===== src/rtl/gnss_binary_frame_parser_unit_assert.svh =====
// Assertion macros for the frame parser unit.
// Used by the top level; no other dependencies.
`ifndef GNSS_BINARY_FRAME_PARSER_UNIT_ASSERT_SVH
`define GNSS_BINARY_FRAME_PARSER_UNIT_ASSERT_SVH

// same-cycle implication
`define GBFP_ASSERT_NOW(label, clk, rst_n, ante, cons) \
    label: assert property (@(posedge clk) disable iff (!rst_n) (ante) |-> (cons)) \
        else $error("frame parser assertion failed");

// next-cycle implication
`define GBFP_ASSERT_NEXT(label, clk, rst_n, ante, cons) \
    label: assert property (@(posedge clk) disable iff (!rst_n) (ante) |=> (cons)) \
        else $error("frame parser assertion failed");

`endif


===== src/rtl/gbfp_pkg.sv =====
// Shared types and constants of the frame parser unit.
// No dependencies.
package gbfp_pkg;

    localparam logic [7:0] SYNC_FIRST  = 8'hB5;
    localparam logic [7:0] SYNC_SECOND = 8'h62;
    localparam logic [7:0] CLASS_NAV   = 8'h01;
    localparam logic [7:0] ID_POSLLH   = 8'h02;
    localparam logic [7:0] ID_PVT      = 8'h07;

    localparam logic [15:0] POSLLH_MIN_LEN = 16'd28;
    localparam logic [15:0] PVT_MIN_LEN    = 16'd48;
    localparam logic [15:0] PVT_ITOW_END   = 16'd4;
    localparam logic [15:0] PVT_POS_START  = 16'd24;

    localparam int FIELD_COUNT = 7;
    localparam int QUEUE_DEPTH = 4;
    localparam int QPTR_W      = $clog2(QUEUE_DEPTH);
    localparam int QCNT_W      = $clog2(QUEUE_DEPTH + 1);

    localparam logic [2:0] SLOT_NONE = 3'd7;

    localparam logic [1:0] ST_OK        = 2'd0;
    localparam logic [1:0] ST_CHECKSUM  = 2'd1;
    localparam logic [1:0] ST_UNSUPPORT = 2'd2;
    localparam logic [1:0] ST_SHORT     = 2'd3;

    typedef enum logic [2:0] {
        K_CLASS,
        K_ID,
        K_LEN_LO,
        K_LEN_HI,
        K_PAYLOAD,
        K_CK_A,
        K_CK_B
    } kind_t;

    typedef struct packed {
        kind_t      kind;
        logic [7:0] data;
        logic [2:0] slot;
        logic [1:0] lane;
    } entry_t;

    typedef struct packed {
        logic full;
        logic empty;
    } qstat_t;

endpackage


===== src/rtl/gbfp_front.sv =====
// Front end: sync hunt, length tracking and byte classification.
// Depends on gbfp_pkg.
module gbfp_front (
    input  logic              clk,
    input  logic              rst_n,
    input  logic              accept,
    input  logic [7:0]        rx_byte,
    output logic              push,
    output gbfp_pkg::entry_t  entry
);

    typedef enum logic [3:0] {
        PH_SYNC1,
        PH_SYNC2,
        PH_CLASS,
        PH_ID,
        PH_LEN_LO,
        PH_LEN_HI,
        PH_PAYLOAD,
        PH_CK_A,
        PH_CK_B
    } phase_t;

    phase_t      phase_reg, phase_next;
    logic [7:0]  class_reg, class_next;
    logic [7:0]  id_reg, id_next;
    logic [15:0] len_reg, len_next;
    logic [15:0] cnt_reg, cnt_next;
    logic [15:0] cnt_inc;
    logic [15:0] pvt_off_wide;
    logic [4:0]  pvt_off;
    logic [2:0]  slot;
    logic [1:0]  lane;

    always_comb
    begin
        pvt_off_wide = cnt_reg - gbfp_pkg::PVT_POS_START;
        pvt_off      = pvt_off_wide[4:0];
        slot         = gbfp_pkg::SLOT_NONE;
        lane         = cnt_reg[1:0];
        if (class_reg == gbfp_pkg::CLASS_NAV)
        begin
            if (id_reg == gbfp_pkg::ID_POSLLH)
            begin
                if (cnt_reg < gbfp_pkg::POSLLH_MIN_LEN)
                begin
                    slot = cnt_reg[4:2];
                end
            end
            else if (id_reg == gbfp_pkg::ID_PVT)
            begin
                if (cnt_reg < gbfp_pkg::PVT_ITOW_END)
                begin
                    slot = 3'd0;
                end
                else if (cnt_reg >= gbfp_pkg::PVT_POS_START &&
                         cnt_reg < gbfp_pkg::PVT_MIN_LEN)
                begin
                    slot = 3'd1 + pvt_off[4:2];
                    lane = pvt_off[1:0];
                end
            end
        end
    end

    always_comb
    begin
        phase_next = phase_reg;
        class_next = class_reg;
        id_next    = id_reg;
        len_next   = len_reg;
        cnt_next   = cnt_reg;
        cnt_inc    = cnt_reg + 16'd1;
        push       = 1'b0;
        entry.kind = gbfp_pkg::K_PAYLOAD;
        entry.data = rx_byte;
        entry.slot = gbfp_pkg::SLOT_NONE;
        entry.lane = 2'd0;
        if (accept)
        begin
            case (phase_reg)
                PH_SYNC2:
                begin
                    if (rx_byte == gbfp_pkg::SYNC_SECOND)
                        phase_next = PH_CLASS;
                    else if (rx_byte != gbfp_pkg::SYNC_FIRST)
                        phase_next = PH_SYNC1;
                end
                PH_CLASS:
                begin
                    class_next = rx_byte;
                    push       = 1'b1;
                    entry.kind = gbfp_pkg::K_CLASS;
                    phase_next = PH_ID;
                end
                PH_ID:
                begin
                    id_next    = rx_byte;
                    push       = 1'b1;
                    entry.kind = gbfp_pkg::K_ID;
                    phase_next = PH_LEN_LO;
                end
                PH_LEN_LO:
                begin
                    len_next   = {8'd0, rx_byte};
                    push       = 1'b1;
                    entry.kind = gbfp_pkg::K_LEN_LO;
                    phase_next = PH_LEN_HI;
                end
                PH_LEN_HI:
                begin
                    len_next   = {rx_byte, len_reg[7:0]};
                    cnt_next   = 16'd0;
                    push       = 1'b1;
                    entry.kind = gbfp_pkg::K_LEN_HI;
                    phase_next = ({rx_byte, len_reg[7:0]} == 16'd0) ? PH_CK_A : PH_PAYLOAD;
                end
                PH_PAYLOAD:
                begin
                    push       = 1'b1;
                    entry.kind = gbfp_pkg::K_PAYLOAD;
                    entry.slot = slot;
                    entry.lane = lane;
                    cnt_next   = cnt_inc;
                    if (cnt_inc == len_reg)
                        phase_next = PH_CK_A;
                end
                PH_CK_A:
                begin
                    push       = 1'b1;
                    entry.kind = gbfp_pkg::K_CK_A;
                    phase_next = PH_CK_B;
                end
                PH_CK_B:
                begin
                    push       = 1'b1;
                    entry.kind = gbfp_pkg::K_CK_B;
                    phase_next = PH_SYNC1;
                end
                default:
                begin
                    phase_next = (rx_byte == gbfp_pkg::SYNC_FIRST) ? PH_SYNC2 : PH_SYNC1;
                end
            endcase
        end
    end

    always_ff @(posedge clk or negedge rst_n)
    begin
        if (!rst_n)
        begin
            phase_reg <= PH_SYNC1;
            class_reg <= 8'd0;
            id_reg    <= 8'd0;
            len_reg   <= 16'd0;
            cnt_reg   <= 16'd0;
        end
        else
        begin
            phase_reg <= phase_next;
            class_reg <= class_next;
            id_reg    <= id_next;
            len_reg   <= len_next;
            cnt_reg   <= cnt_next;
        end
    end

endmodule


===== src/rtl/gbfp_queue.sv =====
// Short queue of classified items between front and back.
// Depends on gbfp_pkg.
module gbfp_queue (
    input  logic              clk,
    input  logic              rst_n,
    input  logic              push,
    input  gbfp_pkg::entry_t  push_entry,
    input  logic              pop,
    output gbfp_pkg::entry_t  head,
    output gbfp_pkg::qstat_t  stat
);

    gbfp_pkg::entry_t                  mem_reg [gbfp_pkg::QUEUE_DEPTH];
    logic [gbfp_pkg::QPTR_W-1:0]       wr_reg, wr_next;
    logic [gbfp_pkg::QPTR_W-1:0]       rd_reg, rd_next;
    logic [gbfp_pkg::QCNT_W-1:0]       cnt_reg, cnt_next;
    logic                              do_push, do_pop;

    always_comb
    begin
        stat.full  = (cnt_reg == gbfp_pkg::QCNT_W'(gbfp_pkg::QUEUE_DEPTH));
        stat.empty = (cnt_reg == '0);
        do_push    = push && !stat.full;
        do_pop     = pop && !stat.empty;
        wr_next    = do_push ? wr_reg + 1'b1 : wr_reg;
        rd_next    = do_pop ? rd_reg + 1'b1 : rd_reg;
        cnt_next   = cnt_reg;
        if (do_push && !do_pop)
            cnt_next = cnt_reg + 1'b1;
        else if (do_pop && !do_push)
            cnt_next = cnt_reg - 1'b1;
        head = mem_reg[rd_reg];
    end

    always_ff @(posedge clk)
    begin
        if (do_push)
            mem_reg[wr_reg] <= push_entry;
    end

    always_ff @(posedge clk or negedge rst_n)
    begin
        if (!rst_n)
        begin
            wr_reg  <= '0;
            rd_reg  <= '0;
            cnt_reg <= '0;
        end
        else
        begin
            wr_reg  <= wr_next;
            rd_reg  <= rd_next;
            cnt_reg <= cnt_next;
        end
    end

endmodule


===== src/rtl/gbfp_back.sv =====
// Back end: checksum, field capture, status and the result register.
// Depends on gbfp_pkg.
module gbfp_back (
    input  logic                clk,
    input  logic                rst_n,
    input  gbfp_pkg::entry_t    head,
    input  logic                head_valid,
    output logic                pop,
    output logic                res_valid,
    input  logic                res_ready,
    output logic [1:0]          status,
    output logic [7:0]          message_class,
    output logic [7:0]          message_id,
    output logic [31:0]         time_of_week,
    output logic signed [31:0]  longitude,
    output logic signed [31:0]  latitude,
    output logic signed [31:0]  ellipsoid_height,
    output logic signed [31:0]  sea_level_height,
    output logic [31:0]         horizontal_accuracy,
    output logic [31:0]         vertical_accuracy
);

    logic [7:0]  sum_a_reg, sum_a_next;
    logic [7:0]  sum_b_reg, sum_b_next;
    logic [7:0]  sent_a_reg, sent_a_next;
    logic [7:0]  class_reg, class_next;
    logic [7:0]  id_reg, id_next;
    logic [15:0] len_reg, len_next;
    logic [31:0] fields_reg [gbfp_pkg::FIELD_COUNT];
    logic [31:0] fields_next [gbfp_pkg::FIELD_COUNT];
    logic        res_valid_reg, res_valid_next;
    logic [1:0]  status_reg, status_next;
    logic [7:0]  oclass_reg, oclass_next;
    logic [7:0]  oid_reg, oid_next;
    logic [31:0] odata_reg [gbfp_pkg::FIELD_COUNT];
    logic [31:0] odata_next [gbfp_pkg::FIELD_COUNT];
    logic [7:0]  add_a;
    logic        emit;

    always_comb
    begin
        pop    = head_valid &&
                 (head.kind != gbfp_pkg::K_CK_B || !res_valid_reg || res_ready);
        emit   = pop && head.kind == gbfp_pkg::K_CK_B;
        add_a  = sum_a_reg + head.data;

        sum_a_next  = sum_a_reg;
        sum_b_next  = sum_b_reg;
        sent_a_next = sent_a_reg;
        class_next  = class_reg;
        id_next     = id_reg;
        len_next    = len_reg;
        fields_next = fields_reg;
        status_next = status_reg;
        oclass_next = oclass_reg;
        oid_next    = oid_reg;
        odata_next  = odata_reg;
        res_valid_next = (res_valid_reg && !res_ready) || emit;

        if (pop)
        begin
            case (head.kind)
                gbfp_pkg::K_CLASS:
                begin
                    class_next = head.data;
                    sum_a_next = head.data;
                    sum_b_next = head.data;
                    for (int i = 0; i < gbfp_pkg::FIELD_COUNT; i++)
                        fields_next[i] = 32'd0;
                end
                gbfp_pkg::K_ID:
                begin
                    id_next    = head.data;
                    sum_a_next = add_a;
                    sum_b_next = sum_b_reg + add_a;
                end
                gbfp_pkg::K_LEN_LO:
                begin
                    len_next   = {8'd0, head.data};
                    sum_a_next = add_a;
                    sum_b_next = sum_b_reg + add_a;
                end
                gbfp_pkg::K_LEN_HI:
                begin
                    len_next   = {head.data, len_reg[7:0]};
                    sum_a_next = add_a;
                    sum_b_next = sum_b_reg + add_a;
                end
                gbfp_pkg::K_PAYLOAD:
                begin
                    sum_a_next = add_a;
                    sum_b_next = sum_b_reg + add_a;
                    for (int i = 0; i < gbfp_pkg::FIELD_COUNT; i++)
                    begin
                        if (head.slot == 3'(i))
                            fields_next[i][head.lane*8 +: 8] = head.data;
                    end
                end
                gbfp_pkg::K_CK_A:
                begin
                    sent_a_next = head.data;
                end
                gbfp_pkg::K_CK_B:
                begin
                    if (sent_a_reg != sum_a_reg || head.data != sum_b_reg)
                        status_next = gbfp_pkg::ST_CHECKSUM;
                    else if (class_reg == gbfp_pkg::CLASS_NAV &&
                             id_reg == gbfp_pkg::ID_POSLLH)
                        status_next = (len_reg < gbfp_pkg::POSLLH_MIN_LEN) ?
                                      gbfp_pkg::ST_SHORT : gbfp_pkg::ST_OK;
                    else if (class_reg == gbfp_pkg::CLASS_NAV &&
                             id_reg == gbfp_pkg::ID_PVT)
                        status_next = (len_reg < gbfp_pkg::PVT_MIN_LEN) ?
                                      gbfp_pkg::ST_SHORT : gbfp_pkg::ST_OK;
                    else
                        status_next = gbfp_pkg::ST_UNSUPPORT;
                    oclass_next = class_reg;
                    oid_next    = id_reg;
                    for (int i = 0; i < gbfp_pkg::FIELD_COUNT; i++)
                        odata_next[i] = (status_next == gbfp_pkg::ST_OK) ?
                                        fields_reg[i] : 32'd0;
                end
                default:
                begin
                    sent_a_next = sent_a_reg;
                end
            endcase
        end
    end

    always_ff @(posedge clk or negedge rst_n)
    begin
        if (!rst_n)
        begin
            res_valid_reg <= 1'b0;
            sum_a_reg     <= 8'd0;
            sum_b_reg     <= 8'd0;
            sent_a_reg    <= 8'd0;
            class_reg     <= 8'd0;
            id_reg        <= 8'd0;
            len_reg       <= 16'd0;
        end
        else
        begin
            res_valid_reg <= res_valid_next;
            sum_a_reg     <= sum_a_next;
            sum_b_reg     <= sum_b_next;
            sent_a_reg    <= sent_a_next;
            class_reg     <= class_next;
            id_reg        <= id_next;
            len_reg       <= len_next;
        end
    end

    always_ff @(posedge clk)
    begin
        fields_reg <= fields_next;
        status_reg <= status_next;
        oclass_reg <= oclass_next;
        oid_reg    <= oid_next;
        odata_reg  <= odata_next;
    end

    assign res_valid           = res_valid_reg;
    assign status              = status_reg;
    assign message_class       = oclass_reg;
    assign message_id          = oid_reg;
    assign time_of_week        = odata_reg[0];
    assign longitude           = odata_reg[1];
    assign latitude            = odata_reg[2];
    assign ellipsoid_height    = odata_reg[3];
    assign sea_level_height    = odata_reg[4];
    assign horizontal_accuracy = odata_reg[5];
    assign vertical_accuracy   = odata_reg[6];

endmodule


===== src/rtl/gnss_binary_frame_parser_unit.sv =====
// Top level of the binary frame parser: front end, item queue, back end.
// Depends on gbfp_pkg, gbfp_front, gbfp_queue, gbfp_back and the assertion header.
//
// Takes one byte per cycle on rx_valid/rx_ready while the queue has room and registers
// one result per completed frame once its second checksum byte leaves the four-entry
// item queue. The front end tracks sync, length and payload offset; the back end keeps
// the Fletcher sums and captured fields and owns the result register. A held result
// stalls only the back end; the front keeps taking bytes until the queue fills.
`include "gnss_binary_frame_parser_unit_assert.svh"

module gnss_binary_frame_parser_unit (
    input  logic                clk,
    input  logic                rst_n,
    input  logic                rx_valid,
    output logic                rx_ready,
    input  logic [7:0]          rx_byte,
    output logic                res_valid,
    input  logic                res_ready,
    output logic [1:0]          status,
    output logic [7:0]          message_class,
    output logic [7:0]          message_id,
    output logic [31:0]         time_of_week,
    output logic signed [31:0]  longitude,
    output logic signed [31:0]  latitude,
    output logic signed [31:0]  ellipsoid_height,
    output logic signed [31:0]  sea_level_height,
    output logic [31:0]         horizontal_accuracy,
    output logic [31:0]         vertical_accuracy
);

    logic              push;
    logic              pop;
    gbfp_pkg::entry_t  push_entry;
    gbfp_pkg::entry_t  head;
    gbfp_pkg::qstat_t  qstat;

    assign rx_ready = !qstat.full;

    gbfp_front u_front (
        .clk     (clk),
        .rst_n   (rst_n),
        .accept  (rx_valid && rx_ready),
        .rx_byte (rx_byte),
        .push    (push),
        .entry   (push_entry)
    );

    gbfp_queue u_queue (
        .clk        (clk),
        .rst_n      (rst_n),
        .push       (push),
        .push_entry (push_entry),
        .pop        (pop),
        .head       (head),
        .stat       (qstat)
    );

    gbfp_back u_back (
        .clk                 (clk),
        .rst_n               (rst_n),
        .head                (head),
        .head_valid          (!qstat.empty),
        .pop                 (pop),
        .res_valid           (res_valid),
        .res_ready           (res_ready),
        .status              (status),
        .message_class       (message_class),
        .message_id          (message_id),
        .time_of_week        (time_of_week),
        .longitude           (longitude),
        .latitude            (latitude),
        .ellipsoid_height    (ellipsoid_height),
        .sea_level_height    (sea_level_height),
        .horizontal_accuracy (horizontal_accuracy),
        .vertical_accuracy   (vertical_accuracy)
    );

    `GBFP_ASSERT_NOW(a_zero_unless_ok, clk, rst_n,
        res_valid && status != gbfp_pkg::ST_OK,
        time_of_week == 32'd0 && longitude == 32'sd0 && latitude == 32'sd0 &&
        ellipsoid_height == 32'sd0 && sea_level_height == 32'sd0 &&
        horizontal_accuracy == 32'd0 && vertical_accuracy == 32'd0)
    `GBFP_ASSERT_NOW(a_ok_is_known_msg, clk, rst_n,
        res_valid && status == gbfp_pkg::ST_OK,
        message_class == gbfp_pkg::CLASS_NAV &&
        (message_id == gbfp_pkg::ID_POSLLH || message_id == gbfp_pkg::ID_PVT))
    `GBFP_ASSERT_NEXT(a_result_from_ckb, clk, rst_n,
        !res_valid && !(pop && head.kind == gbfp_pkg::K_CK_B),
        !res_valid)
    `GBFP_ASSERT_NOW(a_no_push_when_full, clk, rst_n,
        qstat.full, !push)

endmodule


===== config.mk =====
export PLATFORM = sky130hd
export DESIGN_NAME = gnss_binary_frame_parser_unit
export DESIGN_NICKNAME = d
export VERILOG_FILES = /design/src/rtl/gbfp_pkg.sv /design/src/rtl/gbfp_front.sv /design/src/rtl/gbfp_queue.sv /design/src/rtl/gbfp_back.sv /design/src/rtl/gnss_binary_frame_parser_unit.sv
export VERILOG_INCLUDE_DIRS = /design/src /design/src/rtl
export SDC_FILE = /design/constraint.sdc
export NUM_CORES = 1
export LEC_CHECK = 0
export BUFFER_PORTS_ARGS = -buffer_cell sky130_fd_sc_hd__buf_4
export CAP_MARGIN = 20
export CORE_MARGIN = 2
export CORE_UTILIZATION = 50
export DETAILED_ROUTE_END_ITERATION = 8
export PLACE_DENSITY = 0.7
export SLEW_MARGIN = 30
export SYNTH_ARGS = -nofsm -noshare
export SYNTH_HDL_FRONTEND = slang
export SYNTH_HIERARCHICAL = 1
export SYNTH_SLANG_ARGS = --single-unit

===== constraint.sdc =====
create_clock -name clk -period 21.4 [get_ports clk]
set_input_delay 2.14 -clock clk [delete_from_list [all_inputs] [get_ports clk]]
set_output_delay 2.14 -clock clk [all_outputs]
set_load 0.02 [all_outputs]

==> results.md <==
* Routed Antenna Nets at 0
* Area enclosed by the die boundary at 57640 um^2
* Number of clock sinks seen by CTS at between 600 and 700
* Die H at between 200 and 250 um
* Unrepaired setup endpoints after global routing: false
* Synth cell types at 74
* PwrDens at 164.7 nW/um^2
* Clock tree from TritonCTS: built
* Hold buffer count at CTS at 0
* Clock tree buffer depth at 3
* Maximum VDD drop at 0.0001175 V
* Sum of net half-perimeters after detailed placement at between 40000 and 50000 um
* Gate count after technology mapping at 2046
* Starting utilization of the core area at between 50 and 60%
* Net count after synthesis at 2093
* Synth cell count leaders: 530 x sky130_fd_sc_hd__edfxtp_1, 257 x sky130_fd_sc_hd__a21oi_1, 234 x sky130_fd_sc_hd__nand2b_1
* DRT Wirelength at 64340 um
* Core Rows at 86
* Clock Pin Slew Worst Setup and Hold Paths at around 0.06 ns
* Final-report setup violation count at 0
* Result of the run: finished, final reports clean
* Fill cell total of the finished layout at about 4300
* Number of pins with negative max-slew slack in the final report at 0
* Timing startpoint of the critical path: u_queue/rd_reg[0]
* Register-to-Register Path Depth at 8
* Pin count of the biggest net entering global routing at 149
* Via Count at 16901
* Category of the most critical setup path: register to register
* Leakage power at 12.02 nW
* Warnings, synthesis at 6
* Area share of the largest cell type after synthesis at 57.11%
* Critical-path top delay cell: sky130_fd_sc_hd__mux4_1
* 1st-pass router iterations at 5
* Share of the cycle needed by the critical path after routing at approximately 23%
* Critical Path Stages at 8
* Number of top-level design ports at around 260
* Remaining DRCs at 0
* CORE AREA at 55090 um^2
* Post-route cell area at approximately 32000 um^2
* Category of the worst setup path launch point: register
* Number of instances on the worst hold path at 0
* Req. time, crit path at 21.85 ns
* Longest individual stage delay on the worst path at 0.94 ns
* Routed WL per cell at roughly 21 um
* Actual transition at the worst max-transition pin at 0.9043 ns
* Synthesized flop and latch total at between 600 and 700
* Gates resized, CTS repair at 0
* Dominant cells by area after synthesis: sky130_fd_sc_hd__edfxtp_1 57%, sky130_fd_sc_hd__dfrtp_1 10%, sky130_fd_sc_hd__nand2b_1 5.3%
* Vias/cell at 5.509
* Flip-flop count of the largest register after layout at 224
* Area added between synthesis and finish at 16.53%
* Final hold violations at 0
* TNS Setup at 0 ns
* Most numerous cell in the Yosys netlist: sky130_fd_sc_hd__edfxtp_1
* Fraction of final layout cells sized beyond drive strength 1 at around a fifth
* Initial antenna violation count at 0
* Vias in the first global route at 16565
* Origin of the worst min-delay path: u_back/class_reg[4]
* Tightest slew margin relative to the limit at a little under 40%
* Part of the Yosys area used for sequential elements at 67.35%
* Hold crit path type: register to register
* Number of maximum-capacitance constraint violations at 0
* Maximum net fanout on the critical path at 148
* Wire length of the first global-routing pass at 98010 um
* Buffers & Inverters on Critical Path at 1
* Buffer type at the clock tree root: sky130_fd_sc_hd__clkbuf_16
* Max Clock Skew at 0.02410 ns
* Remaining Overflow, GRT at 0
* Die Span X at approximately 240 um
* Number of antenna cells inserted at 0
* Number of flops mapped to enable cells by yosys at 530
* Post-place instance area at 30300 um^2
* Starting DRC count in detailed routing at between 1500 and 2000
* Cell family with the largest share of critical-path delay: simple AND/OR/NAND/NOR gates
* RR Startpoint: u_queue/rd_reg[0]
* Port buffer count at 255
* Tot GR Track Use at 22.34%
* Leading register cell type out of synthesis: sky130_fd_sc_hd__edfxtp_1
* List of cells traversed by the critical path: mux4_1 > xor2_1 > nor4_1 > nand4_1 > or3_4 > nor2_8 > buf_6 > and2_1
* Maximum level of the CTS H-tree at 3
* Synth area leader: sky130_fd_sc_hd__edfxtp_1
* Arrival time worst endpoint at 5.32 ns
* Upper clock frequency limit at 205.3 MHz
* Post-Synthesis Mean Instance Area at 13.62 um^2
* Inserted Clock Buffers at 68
* Type of element capturing the critical path: register
* Async set-reset flop share out of synthesis at ~18%
* Count of buffers added by post-CTS timing repair for setup at 0
* Final net count at ~2300
* Minimum clock period at between 4 and 5 ns
* Worst-Skew Late Latency at 0.60 ns
* Post-Syn Area at ~28000 um^2
* Weighted congestion at the end of routability-driven global placement at 0.8418
* Total power after layout at approximately 5.3 mW
==> kinds of logic after synthesis <==
kind of cell | count (synthesis) | share of synthesized area, %
muxes | 81 | 3.992
AOI/OAI and AO/OA | 366 | 7.197
adders and majority gates | 36 | 1.693
xor gates and xnor gates | 55 | 1.729
DFF | 644 | 67.35
buffers and inverters | 144 | 2.748
and+or+nand+nor | 720 | 15.29
==> power breakdown <==
group	internal, mW	switching [mW]	leakage, nW
sequential	1.94	0.259	6.34
combinational	0.769	1.24	4.61
clock	0.665	0.475	1.07
total	3.37	1.98	12.0
==> worst paths after layout <==
kind	to	slack (ns)
setup / recovery	u_back/longitude[12]	16.53
hold / removal	u_back/message_class[4]	0.49
setup reg to reg	u_back/longitude[12]	16.53
hold reg to reg	u_back/message_class[4]	0.49
max in group asynchronous	u_queue/rd_reg[0]	18.76
min in group asynchronous	u_front/phase_reg[2]	1.52
==> through the flow <==
step / instances / worst slack, ns / hold WS, ns / util, %
after floorplan: 2046 / 1.700 / 0.4348 / -
after global placement: 2947 / 16.04 / 0.4603 / 54.98
after detailed placement: 2947 / 16.25 / 0.4729 / 54.99
after CTS: 3068 / 16.22 / 0.4868 / 58.89
after global routing: 3068 / 16.19 / 0.4978 / 58.94
final: 3068 / 16.53 / 0.4860 / 58.94
==> routing by layer <==
metal,wire (um),global-route usage [%],up-vias
li1,-,-,7829
met1,27860,32.13,8412
met2,31190,35.94,583
met3,4096,2.951,77
met4,1186,6.286,0
met5,0,0,-
==> cells in the final DEF (no fill, tap or decap), drive strengths merged, types with 11 or more instances in the layout <==
cell type	n
nand2	100
xor2	29
mux2	54
mux2i	11
xnor2	26
o21ai	56
buf	275
clkinv	23
and2	230
clkbuf	88
dfrtp	114
nor3	13
a21oi	257
nand4	20
nand2b	234
edfxtp	530
mux4	16
nor2	41
nor4	19
ha	32
inv	28
==> area by class of cell <==
class                           count  area (um^2)  area share, %
Sequential cell                   644        18770          57.80
Tap cell                          748        935.9          2.882
Timing Repair Buffer              275         2087          6.427
Multi-Input combinational cell   1258         8448          26.02
Clock buffer                       88         1859          5.726
Clock inverter                     33        290.3         0.8939
Inverter                           22        82.58         0.2543
Power figures use the tool's default switching activity.
